<file path="config.mk">
export PLATFORM = sky130hd
export DESIGN_NAME = step_peak_refractory_counter_top_flat
export DESIGN_NICKNAME = d
export VERILOG_FILES = /design/src/sv/sprc_pkg.sv /design/src/sv/sprc_if.sv /design/src/sv/step_peak_refractory_counter_top.sv /design/src/flat_wrapper.sv
export SDC_FILE = /design/constraint.sdc
export NUM_CORES = 1
export LEC_CHECK = 0
export ABC_AREA = 1
export CAP_MARGIN = 40
export CORE_MARGIN = 1.5
export CORE_UTILIZATION = 65
export DETAILED_ROUTE_END_ITERATION = 10
export DONT_BUFFER_PORTS = 1
export GPL_ROUTABILITY_DRIVEN = 1
export PLACE_DENSITY_LB_ADDON = 0.12
export SLEW_MARGIN = 20
export SYNTH_ARGS = -nofsm -noshare
export SYNTH_HDL_FRONTEND = slang
export SYNTH_SLANG_ARGS = --single-unit
</file>
<file path="constraint.sdc">
create_clock -name clock -period 24.9 [get_ports clock]
set_input_delay 1.245 -clock clock [delete_from_list [all_inputs] [get_ports clock]]
set_output_delay 1.245 -clock clock [all_outputs]
set_load 0.1 [all_outputs]
</file>
<file path="src/sv/sprc_pkg.sv">
// Shared types, constants and helpers for the step peak refractory counter.
package sprc_pkg;

   localparam int unsigned TIME_W   = 32;
   localparam int unsigned MAG_W    = 32;
   localparam int unsigned COUNT_W  = 32;
   localparam int unsigned THRESH_W = 15;
   localparam int unsigned WEIGHT_W = 2;
   localparam int unsigned MET_W    = 5;
   localparam int unsigned CSR_DATA_W = 32;
   localparam int unsigned CSR_ADDR_W = 3;
   // count * 5000 fits in 45 bits for any 32-bit count
   localparam int unsigned PROD_W   = 45;

   localparam logic [THRESH_W-1:0] THRESH_RESET = THRESH_W'(300);
   localparam logic [PROD_W-1:0]   RATE_STEP    = PROD_W'(5000);
   localparam logic [COUNT_W-1:0]  COUNT_MAX    = '1;

   // Register word index (byte address bit 2)
   localparam logic REG_TIME_THRESHOLD = 1'b0;

   typedef enum logic {
      OP_PEAK    = 1'b0,
      OP_RESTART = 1'b1
   } op_type;

   typedef enum logic [WEIGHT_W-1:0] {
      WEIGHT_SLOW  = 2'd0,
      WEIGHT_EQUAL = 2'd1,
      WEIGHT_FAST  = 2'd2
   } weight_type;

   localparam logic [MET_W-1:0] MET_REST     = MET_W'(2);
   localparam logic [MET_W-1:0] MET_LIGHT    = MET_W'(4);
   localparam logic [MET_W-1:0] MET_MODERATE = MET_W'(9);
   localparam logic [MET_W-1:0] MET_BRISK    = MET_W'(12);
   localparam logic [MET_W-1:0] MET_HARD     = MET_W'(17);
   localparam logic [MET_W-1:0] MET_MAX      = MET_W'(23);

   function automatic logic [MET_W-1:0] met_of(input logic [MAG_W-1:0] m);
      logic [MET_W-1:0] r;
      if (m < MAG_W'(5)) begin
         r = MET_REST;
      end else if (m < MAG_W'(10)) begin
         r = MET_LIGHT;
      end else if (m < MAG_W'(15)) begin
         r = MET_MODERATE;
      end else if (m < MAG_W'(20)) begin
         r = MET_BRISK;
      end else if (m < MAG_W'(25)) begin
         r = MET_HARD;
      end else begin
         r = MET_MAX;
      end
      return r;
   endfunction

endpackage

</file>
<file path="src/sv/sprc_if.sv">
// Valid/ready channel interfaces for peak candidates and step results.
interface sprc_req_if;
   import sprc_pkg::*;
   logic               valid;
   logic               ready;
   logic               op;
   logic [TIME_W-1:0]  sample_time;
   logic [MAG_W-1:0]   magnitude;
   logic [MAG_W-1:0]   raw_magnitude;

   modport source (output valid, op, sample_time, magnitude, raw_magnitude,
                   input ready);
   modport sink   (input valid, op, sample_time, magnitude, raw_magnitude,
                   output ready);
endinterface

interface sprc_rsp_if;
   import sprc_pkg::*;
   logic               valid;
   logic               ready;
   logic [COUNT_W-1:0] step_count;
   logic [TIME_W-1:0]  step_time;
   logic [TIME_W-1:0]  peak_interval;
   logic [WEIGHT_W-1:0] weight_class;
   logic [MET_W-1:0]   met_value;

   modport source (output valid, step_count, step_time, peak_interval,
                   weight_class, met_value, input ready);
   modport sink   (input valid, step_count, step_time, peak_interval,
                   weight_class, met_value, output ready);
endinterface

</file>
<file path="src/sv/step_peak_refractory_counter_top.sv">
// Top level of the step peak refractory counter.
//
// Usage:
//   req (sink)  : one beat per peak candidate or restart command. op selects
//                 a candidate or a restart; a restart clears the held peak and
//                 the step count and yields no result.
//   rsp (source): one beat per counted step with count, timestamp, interval
//                 since the held peak, walking-rate weight class and MET.
//   csr_*       : APB-style port, one register (time_threshold) at byte 0.
//                 Write only while the block is idle.
// Path: a candidate is captured in the input register at its req beat,
//   evaluated there against the held peak, and its result is loaded into
//   the output register, which drives rsp.
// Throughput: one beat per cycle while no step result waits on a stalled rsp;
//   back-to-back candidates see each other's held-peak update.
// Reset: held peak, step count, both pipeline valids clear; time_threshold
//   returns to 300 ms.
// Stall: while rsp is stalled a result stays in the output register; the
//   input stage keeps draining items that produce no step, and holds (with
//   req.ready low) only an item that would produce a step.
module step_peak_refractory_counter_top (
   input  logic                              clock,
   input  logic                              reset,
   sprc_req_if.sink                          req,
   sprc_rsp_if.source                        rsp,
   input  logic                              csr_psel,
   input  logic                              csr_penable,
   input  logic                              csr_pwrite,
   input  logic [sprc_pkg::CSR_ADDR_W-1:0]   csr_paddr,
   input  logic [sprc_pkg::CSR_DATA_W-1:0]   csr_pwdata,
   output logic [sprc_pkg::CSR_DATA_W-1:0]   csr_prdata,
   output logic                              csr_pready
);
   import sprc_pkg::*;

   // Configuration
   logic [THRESH_W-1:0] thresh_ff, thresh_in;
   logic                csr_wr;

   // Input register
   logic                s1_valid_ff, s1_valid_in;
   logic                s1_op_ff;
   logic [TIME_W-1:0]   s1_time_ff;
   logic [MAG_W-1:0]    s1_mag_ff;
   logic [MAG_W-1:0]    s1_omag_ff;

   // Held peak state; prod tracks steps * 5000 so no multiplier is needed
   logic [TIME_W-1:0]   held_time_ff, held_time_in;
   logic [MAG_W-1:0]    held_mag_ff, held_mag_in;
   logic [COUNT_W-1:0]  steps_ff, steps_in;
   logic [PROD_W-1:0]   prod_ff, prod_in;

   // Result register
   logic                rsp_valid_ff, rsp_valid_in;
   logic [COUNT_W-1:0]  rsp_count_ff;
   logic [TIME_W-1:0]   rsp_time_ff;
   logic [TIME_W-1:0]   rsp_interval_ff;
   weight_type          rsp_weight_ff;
   logic [MET_W-1:0]    rsp_met_ff;

   // Evaluation
   logic                req_beat;
   logic                out_free;
   logic                s1_adv;
   logic                held_empty;
   logic [TIME_W-1:0]   diff;
   logic                step_hit;
   logic                emit;
   logic [COUNT_W-1:0]  steps_next;
   logic [PROD_W-1:0]   prod_next;
   logic [PROD_W-1:0]   time_x8;
   weight_type          weight;

   // ---------------- configuration port ----------------
   assign csr_pready = 1'b1;
   assign csr_wr     = csr_psel && csr_penable && csr_pwrite;

   always_comb begin
      thresh_in = thresh_ff;
      if (csr_wr && (csr_paddr[2] == REG_TIME_THRESHOLD)) begin
         thresh_in = csr_pwdata[THRESH_W-1:0];
      end
   end

   always_comb begin
      csr_prdata = '0;
      if (csr_paddr[2] == REG_TIME_THRESHOLD) begin
         csr_prdata = CSR_DATA_W'(thresh_ff);
      end
   end

   // ---------------- evaluation of the captured item ----------------
   assign held_empty = (held_time_ff == '0);
   assign diff       = s1_time_ff - held_time_ff;
   // signed gap above threshold: non-negative and magnitude above it
   assign step_hit   = !held_empty && !diff[TIME_W-1] &&
                       (diff[TIME_W-2:0] > (TIME_W-1)'(thresh_ff));
   assign emit       = s1_valid_ff && (op_type'(s1_op_ff) == OP_PEAK) && step_hit;

   // saturate the count; the product follows the count exactly
   always_comb begin
      if (steps_ff == COUNT_MAX) begin
         steps_next = steps_ff;
         prod_next  = prod_ff;
      end else begin
         steps_next = steps_ff + COUNT_W'(1);
         prod_next  = prod_ff + RATE_STEP;
      end
   end

   assign time_x8 = PROD_W'({s1_time_ff, 3'b000});

   always_comb begin
      if (prod_next < time_x8) begin
         weight = WEIGHT_SLOW;
      end else if (prod_next == time_x8) begin
         weight = WEIGHT_EQUAL;
      end else begin
         weight = WEIGHT_FAST;
      end
   end

   // ---------------- handshake ----------------
   assign out_free  = !rsp_valid_ff || rsp.ready;
   // advance unless a step result would have nowhere to go
   assign s1_adv    = s1_valid_ff && (!emit || out_free);
   assign req.ready = !s1_valid_ff || s1_adv;
   assign req_beat  = req.valid && req.ready;

   always_comb begin
      s1_valid_in = s1_valid_ff;
      if (req_beat) begin
         s1_valid_in = 1'b1;
      end else if (s1_adv) begin
         s1_valid_in = 1'b0;
      end
   end

   // ---------------- held peak update ----------------
   always_comb begin
      held_time_in = held_time_ff;
      held_mag_in  = held_mag_ff;
      steps_in     = steps_ff;
      prod_in      = prod_ff;
      if (s1_adv) begin
         priority if (op_type'(s1_op_ff) == OP_RESTART) begin
            held_time_in = '0;
            held_mag_in  = '0;
            steps_in     = '0;
            prod_in      = '0;
         end else if (held_empty) begin
            held_time_in = s1_time_ff;
            held_mag_in  = s1_mag_ff;
         end else if (step_hit) begin
            held_time_in = s1_time_ff;
            held_mag_in  = s1_mag_ff;
            steps_in     = steps_next;
            prod_in      = prod_next;
         end else if (s1_mag_ff > held_mag_ff) begin
            held_time_in = s1_time_ff;
            held_mag_in  = s1_mag_ff;
         end else begin
            // equal or smaller peak inside the window: keep the held one
            held_time_in = held_time_ff;
         end
      end
   end

   always_comb begin
      rsp_valid_in = rsp_valid_ff;
      if (s1_adv && emit) begin
         rsp_valid_in = 1'b1;
      end else if (rsp.ready) begin
         rsp_valid_in = 1'b0;
      end
   end

   // ---------------- registers ----------------
   always_ff @(posedge clock) begin
      if (reset) begin
         thresh_ff    <= THRESH_RESET;
         s1_valid_ff  <= 1'b0;
         rsp_valid_ff <= 1'b0;
         held_time_ff <= '0;
         held_mag_ff  <= '0;
         steps_ff     <= '0;
         prod_ff      <= '0;
      end else begin
         thresh_ff    <= thresh_in;
         s1_valid_ff  <= s1_valid_in;
         rsp_valid_ff <= rsp_valid_in;
         held_time_ff <= held_time_in;
         held_mag_ff  <= held_mag_in;
         steps_ff     <= steps_in;
         prod_ff      <= prod_in;
      end
   end

   // payload: capture on a beat, hold otherwise
   always_ff @(posedge clock) begin
      if (req_beat) begin
         s1_op_ff   <= req.op;
         s1_time_ff <= req.sample_time;
         s1_mag_ff  <= req.magnitude;
         s1_omag_ff <= req.raw_magnitude;
      end
      if (s1_adv && emit) begin
         rsp_count_ff    <= steps_next;
         rsp_time_ff     <= s1_time_ff;
         rsp_interval_ff <= diff;
         rsp_weight_ff   <= weight;
         rsp_met_ff      <= met_of(s1_omag_ff);
      end
   end

   assign rsp.valid         = rsp_valid_ff;
   assign rsp.step_count    = rsp_count_ff;
   assign rsp.step_time     = rsp_time_ff;
   assign rsp.peak_interval = rsp_interval_ff;
   assign rsp.weight_class  = rsp_weight_ff;
   assign rsp.met_value     = rsp_met_ff;

   // ---------------- assertions ----------------
   // the running product must always equal count * 5000
   a_prod_tracks: assert property (@(posedge clock) disable iff (reset)
      prod_ff == (PROD_W'(steps_ff) * RATE_STEP))
      else $error("rate product out of step with count");

   // a restart leaves the count at zero
   a_restart_clears: assert property (@(posedge clock) disable iff (reset)
      (s1_adv && (op_type'(s1_op_ff) == OP_RESTART)) |=> (steps_ff == '0))
      else $error("restart did not clear count");

   // every reported step counts at least one
   a_count_nonzero: assert property (@(posedge clock) disable iff (reset)
      rsp_valid_ff |-> (rsp_count_ff != '0))
      else $error("result with zero step count");

   // a captured item held back must only be one that produces a step
   a_stall_only_on_step: assert property (@(posedge clock) disable iff (reset)
      (s1_valid_ff && !s1_adv) |-> (emit && rsp_valid_ff && !rsp.ready))
      else $error("input stage stalled without cause");

endmodule
</file>
<file path="src/flat_wrapper.sv">
// flat-port wrapper written by rule: the top's interface ports become plain ports
module step_peak_refractory_counter_top_flat import sprc_pkg::*;
  (clock, reset, csr_psel, csr_penable, csr_pwrite, csr_paddr, csr_pwdata, csr_prdata, csr_pready, req_valid, req_op, req_sample_time, req_magnitude, req_raw_magnitude, req_ready, rsp_valid, rsp_step_count, rsp_step_time, rsp_peak_interval, rsp_weight_class, rsp_met_value, rsp_ready);
  sprc_req_if req_i ();
  sprc_rsp_if rsp_i ();
  input  logic clock;
  input  logic reset;
  input  logic csr_psel;
  input  logic csr_penable;
  input  logic csr_pwrite;
  input  logic [sprc_pkg::CSR_ADDR_W-1:0] csr_paddr;
  input  logic [sprc_pkg::CSR_DATA_W-1:0] csr_pwdata;
  output logic [sprc_pkg::CSR_DATA_W-1:0] csr_prdata;
  output logic csr_pready;
  input wire logic [$bits(req_i.valid)-1:0] req_valid;
  input wire logic [$bits(req_i.op)-1:0] req_op;
  input wire logic [$bits(req_i.sample_time)-1:0] req_sample_time;
  input wire logic [$bits(req_i.magnitude)-1:0] req_magnitude;
  input wire logic [$bits(req_i.raw_magnitude)-1:0] req_raw_magnitude;
  output wire logic [$bits(req_i.ready)-1:0] req_ready;
  output wire logic [$bits(rsp_i.valid)-1:0] rsp_valid;
  output wire logic [$bits(rsp_i.step_count)-1:0] rsp_step_count;
  output wire logic [$bits(rsp_i.step_time)-1:0] rsp_step_time;
  output wire logic [$bits(rsp_i.peak_interval)-1:0] rsp_peak_interval;
  output wire logic [$bits(rsp_i.weight_class)-1:0] rsp_weight_class;
  output wire logic [$bits(rsp_i.met_value)-1:0] rsp_met_value;
  input wire logic [$bits(rsp_i.ready)-1:0] rsp_ready;
  assign req_i.valid = req_valid;
  assign req_i.op = req_op;
  assign req_i.sample_time = req_sample_time;
  assign req_i.magnitude = req_magnitude;
  assign req_i.raw_magnitude = req_raw_magnitude;
  assign req_ready = req_i.ready;
  assign rsp_valid = rsp_i.valid;
  assign rsp_step_count = rsp_i.step_count;
  assign rsp_step_time = rsp_i.step_time;
  assign rsp_peak_interval = rsp_i.peak_interval;
  assign rsp_weight_class = rsp_i.weight_class;
  assign rsp_met_value = rsp_i.met_value;
  assign rsp_i.ready = rsp_ready;
  step_peak_refractory_counter_top u_core (.clock(clock), .reset(reset), .req(req_i), .rsp(rsp_i), .csr_psel(csr_psel), .csr_penable(csr_penable), .csr_pwrite(csr_pwrite), .csr_paddr(csr_paddr), .csr_pwdata(csr_pwdata), .csr_prdata(csr_prdata), .csr_pready(csr_pready));
endmodule
</file>
==> results.tsv, run 1 <==
metric	value	unit
status	finished clean	
h-tree-depth	2	
ir_drop	0.0637	mV
ant_nets	0	
root_buffer	clkbuf_16	
ys.warnings.count	0	
yosysUniqueCellTypes	45	
grt-busiest-layer	met2	
synthCells	2850	
drive_above_1_share	0.0642	
fin_area	23700	um^2
dieArea	33400	um^2
cp-start-kind	register	
power_frac_comb	0.208	
synth.largest_area_cell	edfxtp_1	
area_growth	12.9	%
antenna_found_initial	6	
synth_top_area_frac	0.286	
crit_start	u_core.s1_time_ff[0]	
grt_max_degree	74	
synthesis.area	21000	um^2
clock_latency	0.58	ns
die_w	183	um
worst_pin_slew	0.907	ns
required	23.65	ns
clock_sinks	355	
post_cts_resized	0	
powerDensity	68.5	nW/um^2
internal_power	1090	uW
critical_path_class	register to primary output	
groute.usage.overall	0.343	
r2r_slack	18.63	ns
p_sw	530	uW
skew	0.0356	ns
worst_r2r_path_depth	29	
maxSlewViolCount	0	
reg2reg_to	u_core.held_mag_ff[22]	
fin_nets	3119	
die_height	183	um
met1_usage	0.428	
drt_first_iter_violations	1751	
post-route-min-period	6.58	ns
grt_pass1_wl	90.4	mm
max_freq	152	MHz
relSlewSlack	0.397	
rows	65	
place_area	22400	um^2
globalplace.congestion	0.949	
p_clk_frac	0.352	
vias	18700	
cts_buffers	38	
swShare	0.327	
end_kind	primary output	
port_buffers	0	
path_clk_slew	0.06	ns
post_drt_wl_per_cell	17.4	um
reg2reg_from	u_core.s1_time_ff[0]	
avgSynthCellArea	7.36	um^2
grt_pass1_vias	17800	
seqPwrFrac	0.439	
drc_errors	0	
worstSetupEndpoint	req_ready	
ctsHoldBuffers	0	
viasPerCell	5.65	
first_pass_iters	5	
p_leak	0.0113	uW
fin_crit_sh	0.264	
grtUsageMet2	0.581	
ioPinCount	277	
synth-seq-area-share	0.434	
cts_tree	built	
synth_area_leaders	edfxtp_1 (29%), nand2_1 (15%), dfxtp_1 (15%)	
synth-seq-cells	355	
maxCapViolCount	0	
setup_viol	0	
post_cts_buffers	0	
rsz0062_at_grt	false	
arrival	5.34	ns
global_route.usage.met3	0.0684	
hold_class	register to register	
clk_path_buf_depth	3	
dp_hpwl	40.1	mm
grt_overflow	0	
crit_fanout	14	
initial_core_util	0.663	
tns	0	ns
finalHoldViolCount	0	
wirelength	57.6	mm
core_area	31600	um^2
==> routing by layer <==
layer / vias up / share of wire
met5: - / 0.00012
met4: 2 / 0.039
met3: 168 / 0.077
met2: 823 / 0.49
met1: 8658 / 0.40
li1: 9026 / -
==> cell usage in the layout (no fill, tap or decap), types with 3 or more instances in the layout <==
master / netlist / final
clkinv_2: 0 / 11
buf_16: 0 / 30
a21oi_1: 87 / 87
nor4_1: 22 / 21
nor2_1: 327 / 312
xor2_1: 72 / 72
and3_1: 3 / 3
o211ai_1: 9 / 9
inv_2: 19 / 17
ha_1: 112 / 112
buf_4: 19 / 13
o21a_1: 3 / 3
dfxtp_1: 155 / 154
clkbuf_16: 0 / 40
nand2_1: 864 / 864
clkinv_1: 1 / 4
nand3_1: 78 / 78
o21bai_1: 3 / 3
nor2_2: 3 / 18
o21ai_0: 36 / 36
buf_8: 0 / 28
inv_1: 502 / 501
nand3b_1: 3 / 3
bufinv_16: 0 / 3
conb_1: 2 / 18
clkinvlp_4: 0 / 3
edfxtp_1: 200 / 200
diode_2: 0 / 6
clkbuf_8: 0 / 4
nand4_1: 158 / 158
nor3_1: 50 / 50
nand3_2: 3 / 3
==> critical path: stages, from the launching register on <==
cell and delay (ns):
edfxtp_1 0.52, inv_1 0.10, ha_1 0.13, inv_1 0.07
fa_1 0.44, nand2_1 0.09, nand2_1 0.08, nand3_1 0.07
nand2_1 0.10, nand2_1 0.08, nand2_1 0.11, xor2_1 0.21
ha_1 0.32, nand2_1 0.09, nor2_1 0.24, nand2_1 0.09
nor4b_1 0.65, nand3_1 0.16, nor2_1 0.12, nand2_1 0.06
nor2_1 0.22, nor2_1 0.11, nand4_4 0.19, buf_4 0.48
==> state kept, by name, indices dropped and copies added, names as in the netlist, 2 cells and up <==
register                  cells
u_core.held_mag_ff           32
u_core.held_time_ff          32
u_core.prod_ff               42
u_core.rsp.met_value          5
u_core.rsp.peak_interval     32
u_core.rsp.step_count        32
u_core.rsp.step_time         32
u_core.rsp.weight_class       2
u_core.s1_mag_ff             32
u_core.s1_omag_ff            32
u_core.s1_time_ff            32
u_core.steps_ff              32
u_core.thresh_ff             15
==> worst min-delay path by stage <==
stage	start	endpoint	slack, ns	cells past startpoint
global placement	u_core.thresh_ff[11]	u_core.thresh_ff[11]	0.50	2
detailed placement	u_core.thresh_ff[0]	u_core.thresh_ff[0]	0.51	2
CTS	u_core.thresh_ff[0]	u_core.thresh_ff[0]	0.52	2
floorplan	u_core.thresh_ff[0]	u_core.thresh_ff[0]	0.45	2
finish	u_core.thresh_ff[0]	u_core.thresh_ff[0]	0.52	2
global route	u_core.thresh_ff[0]	u_core.thresh_ff[0]	0.54	2
==> final cells by class <==
cell class | count | area, um^2
tap | 402 | 503
antenna | 6 | 15.0
sequential | 355 | 9110
fill | 2353 | 7950
clock buffer | 44 | 1010
timing repair buffer | 75 | 1430
inverter | 522 | 1970
clock inverter | 24 | 236
multi-input combinational | 1875 | 9410
==> stage by stage <==
step | util | total power, uW | hold slack [ns] | setup WS [ns] | std cells
2_1_floorplan | - | 968 | 0.449 | 11.57 | 2866
3_3_place_gp | 0.667 | 1020 | 0.503 | 18.52 | 3167
3_5_place_dp | 0.707 | 1050 | 0.507 | 18.88 | 3227
4_1_cts | 0.747 | 1620 | 0.516 | 18.41 | 3295
5_1_grt | 0.748 | 1690 | 0.542 | 18.06 | 3297
6_report | 0.749 | 1620 | 0.517 | 18.32 | 3303
==> Yosys cell counts, drive strengths merged <==
| cell | count |
|---|---|
| nand2 | 865 |
| inv | 521 |
| nor2 | 330 |
| edfxtp | 200 |
| nand4 | 159 |
| dfxtp | 155 |
| ha | 112 |
| a21oi | 87 |
| nand3 | 82 |
| buf | 72 |
| xor2 | 72 |
| nor3 | 50 |
| clkbuf | 42 |
| o21ai | 37 |
| nor4 | 22 |
| o211ai | 9 |
| or2 | 4 |
| and3 | 3 |
| nand3b | 3 |
| o21a | 3 |
| o21bai | 3 |
| a211oi | 2 |
| a22oi | 2 |
| a31oi | 2 |
| and2 | 2 |
| conb | 2 |
| nor4b | 2 |
| a2bb2oi | 1 |
| a32oi | 1 |
| clkinv | 1 |
| fa | 1 |
| o2111ai | 1 |
| o221ai | 1 |
| o31ai | 1 |
==> power groups by stage <==
stage | logic (uW) | clock network, uW | registers (uW)
2_1_floorplan | 235 | 0 | 733
3_3_place_gp | 281 | 0 | 740
3_5_place_dp | 327 | 0 | 725
4_1_cts | 333 | 575 | 713
5_1_grt | 375 | 599 | 716
6_report | 338 | 572 | 713
==> kinds of logic (layout without fill, tap and decap cells) <==
group | Yosys count | count (layout) | synth area share
adder cells (fa/ha/maj) | 113 | 113 | 0.0677
flip-flops | 355 | 355 | 0.434
other | 2 | 24 | 0.000358
AO/OA/AOI/OAI | 150 | 150 | 0.0390
buffers and inverters | 636 | 665 | 0.123
XOR/XNOR | 72 | 72 | 0.0300
AND/OR/NAND/NOR | 1522 | 1522 | 0.306
(Power assumes the default switching activity.)
==> run 2, diff against run 1 <==
--- a/config.mk
+++ b/config.mk
@@ -8,7 +8,7 @@
 export ABC_AREA = 1
 export CAP_MARGIN = 40
 export CORE_MARGIN = 1.5
-export CORE_UTILIZATION = 65
+export CORE_UTILIZATION = 59
 export DETAILED_ROUTE_END_ITERATION = 10
 export DONT_BUFFER_PORTS = 1
 export GPL_ROUTABILITY_DRIVEN = 1
==> constraint.sdc (replaced) <==
create_clock -name clock -period 6 [get_ports clock]
set_input_delay 0.3 -clock clock [delete_from_list [all_inputs] [get_ports clock]]
set_output_delay 0.3 -clock clock [all_outputs]
set_load 0.1 [all_outputs]
==> run 2 against run 1 <==
Against the previous run:
- die area is 10% higher
- via count is 2.8% higher
- combinational power grew to 4.5 times the previous value
- non-clock buffer count grew 123
- sequential share of layout area down 2.3 points
- sequential power rose to 4.1 times the previous value
- utilization is 2.4 points lower
- highest routed layer is now met4
==> results.tsv, run 2 (synthesis gave the netlist of run 1 again) <==
metric	value	unit	change
cp_top_family	simple AND/OR/NAND/NOR gates		
required	5.70	ns	-17.95 ns
largest_register_ffs	42		unchanged
h-tree-depth	2		unchanged
dp_hpwl	39.7	mm	-0.88%
path_clk_slew	0.06	ns	about the same
hold_class	primary input to register		
relSlewSlack	0.395		-0.00149
powerDensity	276	nW/um^2	+300%
ir_drop	0.278	mV	+340%
wirelength	60.6	mm	+5.4%
reg2reg_from	u_core.s1_time_ff[11]		
maxSlewViolCount	0		unchanged
drive_above_1_share	0.0685		+0.00427
die_w	192	um	+4.9%
cts_tree	built		
core_area	34800	um^2	+10%
rsz0062_at_grt	false		
worst_r2r_path_depth	22		-24%
initial_core_util	0.603		-0.0603
area_growth	20.2	%	
skew	0.0214	ns	-0.0142 ns
global_route.usage.met3	0.0541		-0.0144
clk_path_buf_depth	3		unchanged
arrival	5.30	ns	-0.04 ns
drc_errors	0		unchanged
worst_pin_slew	0.909	ns	+0.00224 ns
regMostFlops	u_core.prod_ff		
status	finished clean		
max_freq	178	MHz	
place_area	22500	um^2	+0.75%
fin_nets	3243		+4.0%
first_pass_iters	6		+1
cp_slowest_cell	edfxtp_1		
cpPeakStageDelay	0.55	ns	-0.10 ns
globalplace.congestion	0.930		-2.0%
grtUsageMet2	0.563		-0.0177
cts_buffers	39		+2.6%
post-route-min-period	5.60	ns	
grt-busiest-layer	met2		
maxCapViolCount	0		unchanged
viasPerCell	5.52		-2.4%
reg2reg_to	u_core.s1_time_ff[20]		
holdWs	0.0285	ns	-0.488 ns
crit_fanout	68		+54
grt_overflow	0		unchanged
p_total	6970	uW	+330%
clock_sinks	355		unchanged
clock_latency	0.58	ns	about the same
post_drt_wl_per_cell	17.4	um	about the same
root_buffer	clkbuf_16		
end_kind	primary output		
rows	68		+4.6%
fin_crit_sh	0.934		
hold_path_end	u_core.thresh_ff[4]		
hold_depth	2		unchanged
ioPinCount	277		unchanged
cp_cell_sequence	ha_1 -> nand2_1 -> nor2_1 -> nand2_1 -> clkinv_1 -> nand2_1 -> nand2_1 -> xor2_1 -> ha_1 -> nand2_1 -> nor2_2 -> nand2_1 -> nor4b_2 -> nand3_1 -> nor2_1 -> nand2_1 -> nor2_1 -> nor2_1 -> nand4_4 -> buf_12 -> buf_4		
die_height	192	um	+4.9%
cp-start-kind	register		
drt_first_iter_violations	1468		-16%
r2r_slack	0.82	ns	-17.81 ns
worst-path-buf-inv	3		unchanged
cp_common_cell	nand2_1		
port_buffers	0		unchanged
setup_viol	0		unchanged
final_cell_mix	nand2_1 (862), inv_1 (500), nor2_1 (311)		
p_leak	0.0119	uW	+5.5%
critical_path_class	register to primary output		
hp-start	csr_pwdata[4]		
tns	0	ns	unchanged
met1_usage	0.405		-0.0229
antenna_found_initial	1		-5
post_cts_buffers	0		unchanged
finalHoldViolCount	0		unchanged
mostFrequentLayoutCell	nand2_1		
grt_max_degree	105		+42%
dieArea	36700	um^2	+10%
fin_area	25200	um^2	+6.5%
groute.usage.overall	0.326		-0.0164
grt_pass1_wl	94.4	mm	+4.4%
vias	19200		+2.8%
final.fill_count	2594		+10%
ant_nets	0		unchanged
grt_pass1_vias	18300		+2.9%
==> run 2: cell count changes in the layout (fill, tap and decap cells not counted), sizes merged <==
cell         previous run  this run
dlygate4sd3             0       112
buf                    73        79
clkbuf                 46        51
diode                   6         1
clkinvlp                3         6
bufinv                  3         5
clkinv                 18        16
==> run 2: worst register-to-register path, delay by kind of cell (launching register included) <==
family                   cells  cell delay, ns
AND/OR/NAND/NOR             16            2.64
adder cells (fa/ha/maj)      2            0.66
XOR/XNOR                     1            0.29
flip-flops                   1            0.55
buffers and inverters        3            0.52
==> run 2: layout make-up <==
type	count	area [um^2]	share of cell area
Sequential cell	355	9110	0.361
Clock buffer	44	1030	0.0407
Multi-Input combinational cell	1875	9430	0.374
Tap cell	455	569	0.0226
Clock inverter	27	293	0.0116
Inverter	522	1970	0.0779
Antenna cell	1	2.50	0.0000992
Timing Repair Buffer	198	2820	0.112
==> run 2: stage by stage <==
step	setup WS (ns)	std cells	util
finish	0.397	3477	0.725
global route	0.129	3477	0.725
CTS	0.306	3467	0.718
detailed placement	0.845	3284	0.648
global placement	0.864	3222	0.610
floorplan	-0.364	2866	-
==> run 2: where the power goes <==
| group | switching [uW] | leakage (uW) | internal, uW | total (uW) |
|---|---|---|---|---|
| Combinational | 1010 | 0.00808 | 498 | 1510 |
| Clock | 1060 | 0.000642 | 1460 | 2520 |
| Sequential | 200 | 0.00316 | 2740 | 2940 |
==> run 2: worst max-delay path by stage <==
stage                          start                 endpoint  slack (ns)  cells after the start
2_1_floorplan   u_core.s1_time_ff[0]  u_core.rsp.met_value[0]       -0.36                     23
3_3_place_gp    u_core.s1_time_ff[0]   u_core.held_time_ff[2]        0.86                     25
3_5_place_dp    u_core.s1_time_ff[0]     u_core.s1_time_ff[6]        0.84                     25
4_1_cts         u_core.s1_time_ff[0]                req_ready        0.31                     24
5_1_grt         u_core.s1_time_ff[4]                req_ready        0.13                     21
6_report       u_core.s1_time_ff[11]                req_ready        0.40                     21
==> run 2: timing repair <==
item | CTS | global route
endpoints found under the hold margin | 112 | 0
resized for setup | 0 | 1
hold buffers | 112 | 0
endpoints found under the setup margin | 0 | 1
==> run 2: layer usage <==
metal / up-vias / wire, um
met1: 8881 / 24300
met4: 0 / 2310
met5: - / 0
li1: 9264 / -
met3: 177 / 4470
met2: 872 / 29500
